### src/rtl/ihv_pkg.sv
// ----------------------------------------------------------------------------
// ihv_pkg
// Shared types, constants and helpers of the installer header validator:
// header layout, verdict status codes and the packing of the result item.
// ----------------------------------------------------------------------------
`default_nettype none

package ihv_pkg;

  // Header layout and limits.
  localparam int unsigned HEADER_BYTES   = 56;
  localparam int unsigned NAME_LIMIT_DEF = 260;
  localparam int unsigned HDR_CNT_W      = $clog2(HEADER_BYTES);
  localparam int unsigned NUM_WORDS      = 6;
  localparam logic [15:0] MAGIC_VALUE    = 16'hECDB;
  localparam logic [31:0] SIZE_CAP       = 32'h4000_0000;
  localparam logic [7:0]  CHAR_LOW       = 8'h20;
  localparam logic [7:0]  CHAR_HIGH      = 8'h7E;

  // Port widths.
  localparam int unsigned SPAN_W     = 40;
  localparam int unsigned STATUS_W   = 4;
  localparam int unsigned SIZE_W     = 31;
  localparam int unsigned TIME_W     = 32;
  localparam int unsigned CSIZE_W    = 32;
  localparam int unsigned NAME_LEN_W = 9;

  // Result item packing, lowest field first.
  localparam int unsigned OFS_STATUS = 0;
  localparam int unsigned OFS_METHOD = OFS_STATUS + STATUS_W;
  localparam int unsigned OFS_PLAIN  = OFS_METHOD + 1;
  localparam int unsigned OFS_PACKED = OFS_PLAIN + SIZE_W;
  localparam int unsigned OFS_OFFSET = OFS_PACKED + SIZE_W;
  localparam int unsigned OFS_TIME   = OFS_OFFSET + SIZE_W;
  localparam int unsigned OFS_CSIZE  = OFS_TIME + TIME_W;
  localparam int unsigned OFS_NLEN   = OFS_CSIZE + CSIZE_W;
  localparam int unsigned RES_BITS   = OFS_NLEN + NAME_LEN_W;
  localparam int unsigned M_TDATA_W  = ((RES_BITS + 7) / 8) * 8;

  // Header word slots: time, plain size, packed size, offset, inverse, repeat.
  localparam int unsigned W_TIME   = 0;
  localparam int unsigned W_PLAIN  = 1;
  localparam int unsigned W_PACKED = 2;
  localparam int unsigned W_OFFSET = 3;
  localparam int unsigned W_INV    = 4;
  localparam int unsigned W_REPEAT = 5;

  typedef logic [HDR_CNT_W-1:0] hdr_cnt_t;
  typedef hdr_cnt_t word_at_t [NUM_WORDS];
  localparam word_at_t WORD_AT = '{6'h14, 6'h1C, 6'h24, 6'h2C, 6'h30, 6'h34};

  // Verdict status codes.
  typedef enum logic [STATUS_W-1:0] {
    ST_OK          = 4'd0,
    ST_SHORT       = 4'd1,
    ST_MAGIC       = 4'd2,
    ST_NEG_SIZE    = 4'd3,
    ST_OFFSET      = 4'd4,
    ST_COMPLEMENT  = 4'd5,
    ST_MISMATCH    = 4'd6,
    ST_TOO_BIG     = 4'd7,
    ST_OFFSET_LOW  = 4'd8,
    ST_DATA_RANGE  = 4'd9,
    ST_NAME_RANGE  = 4'd10,
    ST_NO_NAME     = 4'd11,
    ST_BAD_CHAR    = 4'd12
  } status_e;

  // Captured header fields as seen by the header check.
  typedef struct packed {
    logic [15:0] magic;
    logic [31:0] plain;
    logic [31:0] packed_sz;
    logic [31:0] offs;
    logic [31:0] inv;
    logic [31:0] again;
  } hdr_t;

  // A name character is rejected when it is not printable or is reserved.
  function automatic logic char_bad(input logic [7:0] c);
    logic bad;
    bad = (c < CHAR_LOW) || (c > CHAR_HIGH);
    if (c inside {8'h22, 8'h2A, 8'h3C, 8'h3E, 8'h3F, 8'h7C, 8'h3A}) begin
      bad = 1'b1;
    end
    return bad;
  endfunction

endpackage

`default_nettype wire

### src/rtl/ihv_header_check.sv
// ----------------------------------------------------------------------------
// ihv_header_check
// Judges a complete header in one pass: magic, sizes, offset and its
// complement, size cap and the fit of the data and name areas in the span.
// ----------------------------------------------------------------------------
`default_nettype none

module ihv_header_check #(
  parameter int unsigned NAME_LIMIT = ihv_pkg::NAME_LIMIT_DEF,
  parameter int unsigned ROOM_W     = $clog2(NAME_LIMIT + 2)
) (
  input  ihv_pkg::hdr_t                 hdr_i,
  input  logic [ihv_pkg::SPAN_W-1:0]    span_i,
  output ihv_pkg::status_e              status_o,
  output logic [ROOM_W-1:0]             room_o
);
  import ihv_pkg::*;

  localparam logic [31:0] OffsMin  = 32'(HEADER_BYTES + 1);
  localparam logic [31:0] RoomMax  = 32'(NAME_LIMIT + 1);
  localparam logic [31:0] OffsCap  = 32'(HEADER_BYTES + NAME_LIMIT + 1);

  logic [31:0]       room_full;
  logic [SPAN_W:0]   data_end;
  logic [SPAN_W:0]   name_end;
  logic [SPAN_W:0]   span_ext;

  // Areas are compared as end positions; offsets and sizes are below 2^31 here.
  assign span_ext  = {1'b0, span_i};
  assign data_end  = (SPAN_W + 1)'(hdr_i.offs) + (SPAN_W + 1)'(hdr_i.packed_sz);
  assign room_full = (hdr_i.offs > OffsCap) ? RoomMax : (hdr_i.offs - 32'(HEADER_BYTES));
  assign name_end  = (SPAN_W + 1)'(HEADER_BYTES) + (SPAN_W + 1)'(room_full);
  assign room_o    = ROOM_W'(room_full);

  // Checks in priority order; the first failure names the verdict.
  always_comb begin
    if (hdr_i.magic != MAGIC_VALUE) begin
      status_o = ST_MAGIC;
    end else if (hdr_i.plain[31] || hdr_i.packed_sz[31]) begin
      status_o = ST_NEG_SIZE;
    end else if ((hdr_i.offs == '0) || hdr_i.offs[31]) begin
      status_o = ST_OFFSET;
    end else if (hdr_i.offs != ~hdr_i.inv) begin
      status_o = ST_COMPLEMENT;
    end else if ((hdr_i.again == '0) || hdr_i.again[31] ||
                 (hdr_i.again != hdr_i.packed_sz)) begin
      status_o = ST_MISMATCH;
    end else if (hdr_i.plain > SIZE_CAP) begin
      status_o = ST_TOO_BIG;
    end else if (hdr_i.offs < OffsMin) begin
      status_o = ST_OFFSET_LOW;
    end else if (data_end > span_ext) begin
      status_o = ST_DATA_RANGE;
    end else if (name_end > span_ext) begin
      status_o = ST_NAME_RANGE;
    end else begin
      status_o = ST_OK;
    end
  end

endmodule

`default_nettype wire

### src/rtl/installer_header_validator_core.sv
// ----------------------------------------------------------------------------
// installer_header_validator_core
// Streams the bytes of one installer container, checks its header and name
// and delivers one verdict item per container.
// ----------------------------------------------------------------------------
// The block takes one container byte per clock, with tuser marking byte 0 of
// a new container. Each byte passes an input register and is then handled
// there (header field capture, the full header check at the last header
// byte, or one name character check), so a new byte is accepted every
// cycle while the output side keeps up. A verdict item is formed from the
// byte that decides it in the input register and is held in an output
// register until it is taken; a stalled output holds back the input only
// once both registers are full. A container that is too short for its header
// gets its verdict from its first byte. Bytes that arrive after a verdict and
// before the next marked first byte are consumed and dropped. The span
// register is written through its own channel, which is always ready, and
// should be changed only while no container is being parsed.
`default_nettype none

module installer_header_validator_core #(
  parameter int unsigned NAME_LIMIT = ihv_pkg::NAME_LIMIT_DEF
) (
  input  logic                              clk_i,
  input  logic                              rst_ni,
  // Configuration: available span in bytes.
  input  logic                              cfg_valid_i,
  output logic                              cfg_ready_o,
  input  logic [ihv_pkg::SPAN_W-1:0]        cfg_data_i,
  // Input stream.
  input  logic                              s_axis_tvalid,
  output logic                              s_axis_tready,
  input  logic [7:0]                        s_axis_tdata,   // [7:0] data_byte
  input  logic [0:0]                        s_axis_tuser,   // [0] first_byte
  // Verdict stream.
  output logic                              m_axis_tvalid,
  input  logic                              m_axis_tready,
  // [3:0] status, [4] method, [35:5] plain_size, [66:36] packed_size,
  // [97:67] payload_offset, [129:98] file_time, [161:130] container_size,
  // [170:162] name_length, [175:171] zero
  output logic [ihv_pkg::M_TDATA_W-1:0]     m_axis_tdata
);
  import ihv_pkg::*;

  localparam int unsigned RoomW = $clog2(NAME_LIMIT + 2);
  localparam logic [STATUS_W-1:0] ShortSpanLimit = '0;
  localparam logic [SPAN_W-1:0]   SpanMin = SPAN_W'(HEADER_BYTES + 2);
  localparam hdr_cnt_t            HdrLast = HDR_CNT_W'(HEADER_BYTES - 1);

  // Configuration register.
  logic [SPAN_W-1:0] span_q;

  // Input register.
  logic       in_vld_q;
  logic [7:0] in_byte_q;
  logic       in_first_q;

  // Parse state.
  logic             idle_q, idle_d;
  logic             in_name_q, in_name_d;
  hdr_cnt_t         hdr_cnt_q, hdr_cnt_d;
  logic [RoomW-1:0] name_pos_q, name_pos_d;
  logic [RoomW-1:0] room_q, room_d;
  logic             bad_q, bad_d;
  logic [15:0]      magic_q, magic_d;
  logic [31:0]      words_q [NUM_WORDS];
  logic [31:0]      words_d [NUM_WORDS];

  // Output register.
  logic                 out_vld_q, out_vld_d;
  logic [M_TDATA_W-1:0] out_data_q, out_data_d;

  logic             advance;
  logic             take;
  hdr_t             hdr;
  status_e          chk_status;
  logic [RoomW-1:0] chk_room;

  // Input register advances whenever the output register can take a result.
  assign advance       = !out_vld_q || m_axis_tready;
  assign take          = in_vld_q && advance;
  assign s_axis_tready = !in_vld_q || advance;
  assign cfg_ready_o   = 1'b1;
  assign m_axis_tvalid = out_vld_q;
  assign m_axis_tdata  = out_data_q;

  // Header words including the byte now being handled.
  assign hdr.magic     = magic_d;
  assign hdr.plain     = words_d[W_PLAIN];
  assign hdr.packed_sz = words_d[W_PACKED];
  assign hdr.offs      = words_d[W_OFFSET];
  assign hdr.inv       = words_d[W_INV];
  assign hdr.again     = words_d[W_REPEAT];

  ihv_header_check #(
    .NAME_LIMIT (NAME_LIMIT),
    .ROOM_W     (RoomW)
  ) u_check (
    .hdr_i    (hdr),
    .span_i   (span_q),
    .status_o (chk_status),
    .room_o   (chk_room)
  );

  // Per-byte parse step and verdict formation.
  always_comb begin
    logic             e_idle;
    logic             e_in_name;
    hdr_cnt_t         e_cnt;
    logic [RoomW-1:0] e_pos;
    logic             e_bad;
    logic             give;
    status_e          st;
    logic [NAME_LEN_W-1:0] nlen;
    logic [RoomW:0]   pos_next;
    logic [31:0]      plain_w;
    logic [31:0]      packed_w;
    logic [31:0]      offs_w;
    logic [31:0]      csize;

    idle_d     = idle_q;
    in_name_d  = in_name_q;
    hdr_cnt_d  = hdr_cnt_q;
    name_pos_d = name_pos_q;
    room_d     = room_q;
    bad_d      = bad_q;
    magic_d    = magic_q;
    words_d    = words_q;
    give       = 1'b0;
    st         = ST_OK;
    nlen       = '0;

    // A marked first byte restarts the parse.
    e_idle    = in_first_q ? 1'b0 : idle_q;
    e_in_name = in_first_q ? 1'b0 : in_name_q;
    e_cnt     = in_first_q ? '0 : hdr_cnt_q;
    e_pos     = in_first_q ? '0 : name_pos_q;
    e_bad     = in_first_q ? 1'b0 : bad_q;
    pos_next  = {1'b0, e_pos} + (RoomW + 1)'(1);

    // Header byte capture, landing in its word slot.
    if (!e_in_name) begin
      if (e_cnt == hdr_cnt_t'(0)) magic_d[7:0]  = in_byte_q;
      if (e_cnt == hdr_cnt_t'(1)) magic_d[15:8] = in_byte_q;
      for (int i = 0; i < NUM_WORDS; i++) begin
        for (int k = 0; k < 4; k++) begin
          if (e_cnt == WORD_AT[i] + HDR_CNT_W'(k)) words_d[i][8*k +: 8] = in_byte_q;
        end
      end
    end

    if (take) begin
      idle_d    = e_idle;
      in_name_d = e_in_name;
      hdr_cnt_d = e_cnt;
      name_pos_d = e_pos;
      bad_d     = e_bad;
      if (in_first_q && (span_q < SpanMin)) begin
        give   = 1'b1;
        st     = ST_SHORT;
        idle_d = 1'b1;
      end else if (e_idle) begin
        give = 1'b0;
      end else if (!e_in_name) begin
        hdr_cnt_d = e_cnt + hdr_cnt_t'(1);
        if (e_cnt == HdrLast) begin
          if (chk_status != ST_OK) begin
            give   = 1'b1;
            st     = chk_status;
            idle_d = 1'b1;
          end else begin
            in_name_d  = 1'b1;
            room_d     = chk_room;
            name_pos_d = '0;
          end
        end
      end else begin
        // Name character step.
        if (in_byte_q == 8'h00) begin
          give   = 1'b1;
          idle_d = 1'b1;
          if (e_pos == '0) begin
            st = ST_NO_NAME;
          end else begin
            st   = e_bad ? ST_BAD_CHAR : ST_OK;
            nlen = NAME_LEN_W'(e_pos);
          end
        end else begin
          if (char_bad(in_byte_q)) bad_d = 1'b1;
          if (pos_next >= {1'b0, room_q}) begin
            give   = 1'b1;
            st     = ST_NO_NAME;
            idle_d = 1'b1;
          end else begin
            name_pos_d = pos_next[RoomW-1:0];
          end
        end
      end
    end

    // Verdict payload; a failed verdict carries only its status.
    plain_w  = words_d[W_PLAIN];
    packed_w = words_d[W_PACKED];
    offs_w   = words_d[W_OFFSET];
    csize    = offs_w + packed_w;
    out_data_d = '0;
    out_data_d[OFS_STATUS +: STATUS_W] = st;
    if (st == ST_OK) begin
      out_data_d[OFS_METHOD]           = (plain_w != '0);
      out_data_d[OFS_PLAIN  +: SIZE_W] = (plain_w == '0) ? packed_w[SIZE_W-1:0]
                                                         : plain_w[SIZE_W-1:0];
      out_data_d[OFS_PACKED +: SIZE_W] = packed_w[SIZE_W-1:0];
      out_data_d[OFS_OFFSET +: SIZE_W] = offs_w[SIZE_W-1:0];
      out_data_d[OFS_TIME   +: TIME_W] = words_d[W_TIME];
      out_data_d[OFS_CSIZE  +: CSIZE_W] = csize;
      out_data_d[OFS_NLEN   +: NAME_LEN_W] = nlen;
    end
    out_data_d[OFS_STATUS +: STATUS_W] = out_data_d[OFS_STATUS +: STATUS_W] | ShortSpanLimit;

    // Output register is loaded with a verdict or drained when taken.
    if (give) begin
      out_vld_d = 1'b1;
    end else if (m_axis_tready) begin
      out_vld_d = 1'b0;
    end else begin
      out_vld_d = out_vld_q;
    end
  end

  // Configuration register.
  always_ff @(posedge clk_i or negedge rst_ni) begin
    if (!rst_ni) begin
      span_q <= '0;
    end else if (cfg_valid_i && cfg_ready_o) begin
      span_q <= cfg_data_i;
    end
  end

  // Input register.
  always_ff @(posedge clk_i or negedge rst_ni) begin
    if (!rst_ni) begin
      in_vld_q <= 1'b0;
    end else if (s_axis_tready) begin
      in_vld_q <= s_axis_tvalid;
    end
  end

  always_ff @(posedge clk_i) begin
    if (s_axis_tvalid && s_axis_tready) begin
      in_byte_q  <= s_axis_tdata;
      in_first_q <= s_axis_tuser[0];
    end
  end

  // Parse control state.
  always_ff @(posedge clk_i or negedge rst_ni) begin
    if (!rst_ni) begin
      idle_q     <= 1'b1;
      in_name_q  <= 1'b0;
      hdr_cnt_q  <= '0;
      name_pos_q <= '0;
      room_q     <= '0;
      bad_q      <= 1'b0;
      out_vld_q  <= 1'b0;
    end else begin
      idle_q     <= idle_d;
      in_name_q  <= in_name_d;
      hdr_cnt_q  <= hdr_cnt_d;
      name_pos_q <= name_pos_d;
      room_q     <= room_d;
      bad_q      <= bad_d;
      out_vld_q  <= out_vld_d;
    end
  end

  // Header captures; every byte is written before the header check reads it.
  always_ff @(posedge clk_i) begin
    if (take) begin
      magic_q <= magic_d;
      words_q <= words_d;
    end
  end

  // Result payload.
  always_ff @(posedge clk_i) begin
    if (take && out_vld_d && advance) begin
      out_data_q <= out_data_d;
    end
  end

endmodule

`default_nettype wire

### config.mk
export PLATFORM = sky130hd
export DESIGN_NAME = installer_header_validator_core
export DESIGN_NICKNAME = d
export VERILOG_FILES = /design/src/rtl/ihv_pkg.sv /design/src/rtl/ihv_header_check.sv /design/src/rtl/installer_header_validator_core.sv
export SDC_FILE = /design/constraint.sdc
export NUM_CORES = 1
export LEC_CHECK = 0
export ABC_AREA = 1
export BUFFER_PORTS_ARGS = -buffer_cell sky130_fd_sc_hd__buf_2
export CORE_ASPECT_RATIO = 0.7
export CORE_MARGIN = 5
export CORE_UTILIZATION = 66
export DETAILED_ROUTE_END_ITERATION = 10
export GPL_TIMING_DRIVEN = 0
export PLACE_DENSITY = 0.87
export SLEW_MARGIN = 25
export SYNTH_ARGS = -nofsm -noshare
export SYNTH_HDL_FRONTEND = slang
export SYNTH_SLANG_ARGS = --single-unit
### constraint.sdc
create_clock -name clk_i -period 13.7 [get_ports clk_i]
set_clock_uncertainty 0.15 [all_clocks]
set_input_delay 2.74 -clock clk_i [delete_from_list [all_inputs] [get_ports clk_i]]
set_output_delay 2.74 -clock clk_i [all_outputs]
set_load 0.005 [all_outputs]
Word-level counts from Yosys, hierarchy flattened. Index checks and enable logic that the tools add are counted.

Flip-flop bits (word level): 457. Bits of input ports: 54. Output and inout bits: 179. Logic and storage cells: 197.

Add/sub/neg operators: 6. Order comparisons: 9. Eq/ne operators: 35. Multiplexer cells: 92. Bitwise logic cells: 8. Reduce and logical (&&, ||, !) cells: 26.

Operators by type and width (count): two-way mux 8 bit (26); two-way mux 192 bit (1); == test 6 bit, second input constant (16); zero test 32 bit (3); greater-than comparator 41 x 40 -> 1 bit (2); two-way mux 4 bit (19); two-way mux 9 bit (8); != test 32 bit (2); == test 6 x 5 -> 1 bit, second input constant (8); == test 8 x 6 -> 1 bit, second input constant (6); less-than comparator 40 x 6 -> 1 bit, second input constant (1); adder 32 x 32 -> 33 bit (1); adder 6 x 32 -> 33 bit, first input constant (1); adder 32 bit (1); greater-than comparator 32 x 31 -> 1 bit, second input constant (1); greater-than comparator 32 x 9 -> 1 bit, second input constant (1); less-than comparator 32 x 6 -> 1 bit, second input constant (1); two-way mux 32 bit (1); inverter 32 bit (1); nonzero test 32 bit (1); subtractor 32 x 6 -> 32 bit, second input constant (1); two-way mux 1 bit (31); two-way mux 31 bit (1); two-way mux 6 bit (4); other kinds (21) (38).

Depth between registers and ports, before layout. Gate-level depths: netlist of run 1.

Depth in word-level cells: 27. Depth in mapped cells: 49. Depth with buffers taken out: 45.

By module. From an unflattened synthesis of run 1, not the netlist that was laid out.

Cells, all modules: 3127. Area total of the unflattened synthesis: 27027.2 um^2.

Modules (own cells, without submodules): installer_header_validator_core (times used 1, cells each 2262, area an instance 21949.8 um^2, seq. area each 13379.1 um^2); ihv_header_check (times used 1, cells each 865, area an instance 5077.4 um^2, seq. area each 0.0 um^2).

Least setup slack after synthesis of run 1. No wires, ideal clock.

Path kind: input to register. Start point: in m_axis_tready. End point: reg hdr_cnt_q[2]. Library setup time: 0.423 ns. Arrival: 9.150 ns. Data required time: 13.127 ns. Slack: 3.977 ns. Stages on the path: 6. Buffers on the path: 1. Path through: inv_1 -> nand2_1 -> nand2_1 -> clkinv_1 -> clkbuf_1 -> o21ai_0.

Cells in the longest elaborated chain, start to end: 2.

RTL lines: from (decl) (line installer_header_validator_core.sv:36) `input logic m_axis_tready,`; logical OR 1 bit (line installer_header_validator_core.sv:79) `assign advance = !out_vld_q || m_axis_tready;`; logical AND 1 bit (line installer_header_validator_core.sv:80) `assign take = in_vld_q && advance;`; via take (line installer_header_validator_core.sv:73) `logic take;`; to (signal assigned) (line installer_header_validator_core.sv:267) `hdr_cnt_q <= hdr_cnt_d;`; to (decl) (line installer_header_validator_core.sv:60) `hdr_cnt_t hdr_cnt_q, hdr_cnt_d;`.

The timed path passes the listed nets, and every way through them passes these cells. A chain may end at the register's enable or synchronous reset.

==> impl_metrics.csv, run 1 <==
group,metric,value,unit
place,place_inst,4134,
sta,tightest_slew,1218,ps
routing,vias_per_cell,6.097,
floorplan,initial_core_util,0.6659,
yosys,syn_area,0.02722,mm2
critical_path,crit_buf_inv,7,
sta,min_period,8703,ps
critical_path,crit_top_cell,"nand2_1",
power_and_ir_drop,leakage,14.76,nW
place,gp_congestion,1.067,
critical_path,crit_type,"flip-flop to flip-flop",
cells_and_area,layout.nets,3794,
sta,rsz0062_at_grt,"no",
global_routing,grt_pass1_wl,144200,um
clocking,holdBufCountCts,0,
routing,postRouteWirelength,97830,um
yosys,yosys_warnings,0,
sta,fmax,114.9,MHz
yosys,synthArstFlopShare,0.1510,
power_and_ir_drop,ir_drop,0.1071,mV
flow_run,maxCapViolCount,0,
clocking,cts.htree.levels,2,
critical_path,cp.arrival,8760,ps
yosys,synthDistinctLibCells,55,
clocking,clockBufferDepth,3,
power_and_ir_drop,total_power,3.501,mW
global_routing,grt_start_max_net_pins,92,
sta,fin_crit_sh,0.6353,
critical_path,endpoint_kind,"flip-flop",
place,hpwl,73450,um
yosys,yosys_most_used_dff,"edfxtp_1",
critical_path,critPathLaunchType,"flip-flop",
floorplan,die_area,0.04548,mm2
routing,vias,25720,
worst_hold_path,min_path_type,"flip-flop to flip-flop",
yosys,netlist_top_cells_area,"edfxtp_1 43%, nand2_1 13%, inv_1 6.9%",
floorplan,row_count,62,
sta,drv_slew,0,
global_routing,grt_pass1_vias,23720,
yosys,yosysTopAreaCell,"edfxtp_1",
clocking,post_cts_buffers,0,
status,status,"finished, final reports clean",
cells_and_area,num_antenna_cells,0,
clocking,tritoncts,"done",
yosys,synth_edf_count,388,
sta,slew_headroom,0.1878,
floorplan,io_pins,233,
global_routing,grt_antenna_before_repair,3,
critical_path,worstPathMaxFanout,91,
clocking,clk_pin_slew_worst_paths,60,ps
routing,ant_nets,0,
cells_and_area,drive_gt1_frac,0.1424,
global_routing,grt_overflow,0,
routing,drt_first_iter_violations,4446,
clocking,cts.sinks,457,
yosys,netlist.area_leader.share,0.4280,
clocking,cts-resized-gates,0,
routing,drcViolationCount,0,
cells_and_area,syn_to_final_growth,12.82,%
routing,dr.pass1.iters,6,
yosys,syn_inst,3355,
cells_and_area,stdcell_count,4218,
yosys,ys_ff_latch,457,
sta,tns,0,ps
clocking,cts.root.buffer_cell,"clkbuf_16",
clocking,clock_latency,590,ps
yosys,synth.yosys.seq_area_share,0.4914,
sta,hold_viol_final,0,
sta,setup_viol,0,
critical_path,required,13760,ps
clocking,cts-buffers-inserted,45,
sta,holdWs,331.8,ps
floorplan,coreArea,0.04088,mm2
critical_path,max_stage_delay,910,ps
floorplan,dieWidth,252.8,um
power_and_ir_drop,power.density,114.0,mW/mm2
place,port_buffers,225,
routing,detail_route.wl_per_cell,23.19,um
global_routing,track_usage,0.4159,
floorplan,fp.dieH,179.9,um
critical_path,cpLargestDelayFamily,"simple AND/OR/NAND/NOR gates",
critical_path,critical_path.slowest_cell,"o21ai_0",
yosys,syn_area_per_cell,8.115,um2
cells_and_area,final_util,0.7513,
-- layout by cell type, fill, tap and decap left out, types with 6 or more instances in the layout --
| cell type | count |
|---|---|
| clkinv_1 | 11 |
| edfxtp_1 | 388 |
| o211ai_1 | 6 |
| conb_1 | 6 |
| ha_1 | 102 |
| buf_4 | 14 |
| clkbuf_1 | 58 |
| nor2_2 | 65 |
| inv_2 | 19 |
| xor2_1 | 39 |
| nor2_1 | 315 |
| nand3_1 | 190 |
| o21ai_0 | 184 |
| nand2_1 | 974 |
| o21ai_2 | 17 |
| nor2_4 | 11 |
| xnor2_1 | 7 |
| nor4_1 | 10 |
| clkbuf_16 | 46 |
| a21oi_1 | 89 |
| o21a_1 | 8 |
| buf_2 | 262 |
| o21ai_1 | 80 |
| dfrtp_1 | 68 |
| nand2_2 | 18 |
| inv_1 | 501 |
| buf_8 | 10 |
| clkinv_2 | 7 |
| nand4_1 | 52 |
| nor3_1 | 32 |
-- synthesized netlist by cell type, drive strengths merged (2+ instances only) --
cell type / instances
ha: 102
a21oi: 90
o211ai: 6
nand3b: 5
and2: 4
nand3: 197
nor4: 12
clkinv: 5
inv: 522
nor2: 391
a31oi: 2
a41oi: 2
clkbuf: 51
nor3: 35
and3: 3
conb: 2
o21ai: 281
nand4: 53
nand2: 996
xnor2: 7
xor2: 39
dfrtp: 68
o21a: 8
o21bai: 4
or2: 2
buf: 68
a21boi: 5
edfxtp: 388
-- worst register-to-register path, delay by kind of cell (launching register included) --
family / cells / cell delay, ps
and+or+nand+nor: 22 / 3500
buffers and inverters: 7 / 1550
AOI/OAI and AO/OA: 3 / 1280
adders and majority gates: 3 / 920
DFF: 1 / 450
xor gates and xnor gates: 1 / 290
-- registers in the layout (all words and copies together) (netlist names) --
register and cells:
in_name_q 1, idle_q 1, words_q 192, magic_q 16, name_pos_q 9, bad_q 1, room_q 9, span_q 40
in_vld_q 1, m_axis_tvalid 1, hdr_cnt_q 6, in_first_q 1, in_byte_q 8, m_axis_tdata 171
-- metrics by stage --
| step | setup WS, ps | cell area [um2] |
|---|---|---|
| 6_report | 4997 | 30720 |
| 5_1_grt | 4830 | 30720 |
| 4_1_cts | 5445 | 30710 |
| 3_5_place_dp | 5547 | 29220 |
| 3_3_place_gp | 398.3 | 29050 |
| 2_1_floorplan | 3977 | 27240 |
-- final cells by class --
class | count | area (um2)
Sequential cell | 457 | 13380
Multi-Input combinational cell | 2256 | 11180
Fill cell | 2996 | 10170
Inverter | 527 | 1988
Timing Repair Buffer | 231 | 1286
Clock buffer | 57 | 1202
Buffer | 119 | 708.2
Tap cell | 544 | 680.7
Clock inverter | 27 | 286.5
-- cell families (layout without fill, tap and decap cells) --
kind of cell,after synthesis,count (layout),synth area share
other cells,2,6,0.0002759
buf+inv,646,961,0.09853
flops,457,457,0.4914
mux,1,1,0.0004136
xor+xnor,46,46,0.01480
fa+ha+maj,103,103,0.04761
compound gates,401,401,0.07900
simple gates,1699,1699,0.2679
-- report_power, final --
group,internal (mW),switching [mW]
registers,1.58,0.0297
logic,0.171,0.429
clock network,0.707,0.578
total,2.46,1.04
-- worst paths after layout --
check	startpoint	endpoint	slack (ps)	cells after the start
worst min register to register	name_pos_q[1]	name_pos_q[1]	330	2
max in group asynchronous	rst_ni	span_q[11]	10890	2
worst max register to register	in_first_q	m_axis_tdata[77]	5000	36
worst min-delay path	name_pos_q[1]	name_pos_q[1]	330	2
worst max-delay path	in_first_q	m_axis_tdata[77]	5000	36
min in group asynchronous	rst_ni	name_pos_q[0]	1920	1
-- per-layer routing --
metal	GRT usage	up-vias	share of wire
met5	0	-	0.00035
met4	0.1349	6	0.040
met3	0.1789	318	0.18
met2	0.5608	2098	0.40
met1	0.6081	11900	0.39
li1	-	11400	-
Note: power is estimated with default switching activity, not from simulation.
==> run 2: changes to the inputs <==
CORE_UTILIZATION = 61   (was 66)
PLACE_DENSITY = 0.81   (was 0.87)
clock period = 8.5 ns   (was 13.7 ns; I/O delays follow)
==> run 2 against run 1 <==
  * Highest routed layer is now met4
  * Cell count rose by 1.4%
  * Wire length fell by 6.9%
  * Combinational power rose by 55%
  * Fmax rose by 4.4%
  * Sequential power rose by 61%
  * Largest power group unchanged
  * Sequential share of layout area fell by 0.12 points
  * Largest cell class unchanged
==> impl_metrics.csv, run 2 (synthesized netlist as in run 1, its figures left out) <==
group,metric,value,unit
power_and_ir_drop,power.density,178.7,mW/mm2
place,place_inst,4186,
floorplan,initial_core_util,0.6204,
routing,vias_per_cell,5.796,
critical_path,crit_top_cell,"nand2_1",
power_and_ir_drop,internal_power,3.899,mW
worst_hold_path,min_path_type,"flip-flop to flip-flop",
power_and_ir_drop,p_clk_frac,0.358,
sta,setup_viol,0,
cells_and_area,syn_to_final_growth,13.14,%
sta,fmax,120.0,MHz
routing,detail_route.wl_per_cell,21.29,um
floorplan,io_pins,233,
routing,vias,24800,
clocking,cts-buffers-inserted,45,
sta,fin_crit_sh,0.9806,
critical_path,crit_type,"flip-flop to flip-flop",
cells_and_area,layout_common_cells,"974 x nand2_1, 501 x inv_1, 388 x edfxtp_1, 315 x nor2_1, 262 x buf_2",
floorplan,dieWidth,262.5,um
clocking,clock_latency,590,ps
clocking,cts.root.buffer_cell,"clkbuf_16",
cells_and_area,layout.nets,3805,
cells_and_area,fill_cells,3662,
critical_path,worstPathMaxFanout,33,
cells_and_area,stdcell_count,4279,
clocking,clockBufferDepth,3,
critical_path,critPathLaunchType,"flip-flop",
clocking,clk_pin_slew_worst_paths,60,ps
routing,dr.pass1.iters,6,
cells_and_area,ff_latch_area,0.01338,mm2
power_and_ir_drop,ir_drop,0.1466,mV
critical_path,cp.arrival,8510,ps
power_and_ir_drop,switching_share,0.2916,
global_routing,grt_overflow,0,
power_and_ir_drop,seqPwrFrac,0.473,
cells_and_area,drive_gt1_frac,0.1441,
critical_path,endpoint_kind,"flip-flop",
routing,ant_nets,0,
clocking,cts.htree.levels,2,
cells_and_area,multiInputGateArea,0.01118,mm2
floorplan,die_area,0.04902,mm2
place,hpwl,69680,um
sta,min_period,8335,ps
sta,drv_slew,0,
place,gp_congestion,1.047,
power_and_ir_drop,p_sw,1.605,mW
critical_path,critical_path.slowest_cell,"clkbuf_1",
routing,drt_first_iter_violations,3998,
global_routing,grt_antenna_before_repair,1,
place,port_buffers,225,
cells_and_area,largest_reg_flops,192,
critical_path,crit_buf_inv,9,
clocking,tritoncts,"done",
global_routing,grt_start_max_net_pins,76,
critical_path,cpLargestDelayFamily,"simple AND/OR/NAND/NOR gates",
global_routing,track_usage,0.3565,
critical_path,max_stage_delay,920,ps
cells_and_area,regMostFlops,"words_q",
global_routing,grt_pass1_vias,22170,
flow_run,maxCapViolCount,0,
floorplan,coreArea,0.04388,mm2
floorplan,fp.dieH,186.8,um
sta,rsz0062_at_grt,"no",
sta,tightest_slew,1201,ps
floorplan,row_count,64,
power_and_ir_drop,combPwrFrac,0.169,
power_and_ir_drop,leakage,14.79,nW
critical_path,required,8670,ps
status,status,"finished, final reports clean",
sta,slew_headroom,0.1994,
clocking,cts.sinks,457,
routing,drcViolationCount,0,
cells_and_area,final_common_cell,"nand2_1",
routing,postRouteWirelength,91090,um
global_routing,grt_pass1_wl,135300,um
sta,hold_viol_final,0,
cells_and_area,final_util,0.7019,
-- run 2: cell count changes in the layout (fill, tap and decap cells not counted), moves of 2 or more --
cell / before / now
bufinv_16: 4 / 2
buf_4: 14 / 24
clkinv_4: 1 / 3
buf_12: 2 / 6
buf_16: 5 / 3
-- run 2: power by group through the flow --
stage               clock network, mW  logic [mW]  registers [mW]
finish                           1.97       0.930            2.60
global route                     2.08        1.02            2.61
CTS                              1.97       0.894            2.60
detailed placement                  0       0.887            2.64
global placement                    0       0.864            2.65
floorplan                           0       0.604            2.64
-- run 2: cell type report --
class / instances / area share
inverters: 527 / 0.06455
repair buffers: 243 / 0.04501
plain buffers: 118 / 0.02307
diodes: 1 / 0.00008124
multi-input cells: 2256 / 0.3630
clock inverters: 24 / 0.006499
well taps: 594 / 0.02413
flip-flops and latches: 457 / 0.4344
clock buffers: 59 / 0.03928
-- run 2: final timing paths --
path	startpoint	to	slack, ps	cells past startpoint
setup / recovery	in_byte_q[5]	m_axis_tdata[78]	170	33
min in group asynchronous	rst_ni	name_pos_q[1]	870	1
setup reg to reg	in_byte_q[5]	m_axis_tdata[78]	170	33
hold / removal	name_pos_q[7]	name_pos_q[7]	330	2
hold reg to reg	name_pos_q[7]	name_pos_q[7]	330	2
max in group asynchronous	rst_ni	span_q[5]	6780	2
-- run 2: timing repair --
action,in CTS,in global routing
setup buffers,0,10
hold buffers,0,0
endpoints found under the setup margin,0,275
resized for setup,0,2
-- run 2: through the flow --
stage               cell area, um2  power [mW]  hold WS (ps)  setup TNS, ps  setup slack, ps
global placement             29110       3.515         312.6        -410340            -2424
finish                       30800       5.503         333.0              0            165.2
detailed placement           29310       3.531         320.3              0            151.8
CTS                          30720       5.460         333.6              0            74.39
global route                 30800       5.702         356.8              0            42.97
floorplan                    27240       3.243         298.8              0            709.1
-- run 2: worst reg2reg max path, delay by kind of cell, from the launching register on --
kind	cells	cell delay (ps)
simple gates	16	2630
buf+inv	9	2300
compound gates	5	1440
fa+ha+maj	2	810
flops	1	580
xor+xnor	1	190
-- run 2: metal layers --
metal | global-route usage | share of wire | up-vias | wire, um
met3 | 0.1401 | 0.16 | 170 | 14250
met5 | 0 | 0 | - | 0
met4 | 0.08201 | 0.028 | 0 | 2520
li1 | - | - | 11440 | -
met2 | 0.4790 | 0.39 | 1712 | 35280
met1 | 0.5441 | 0.43 | 11480 | 39050
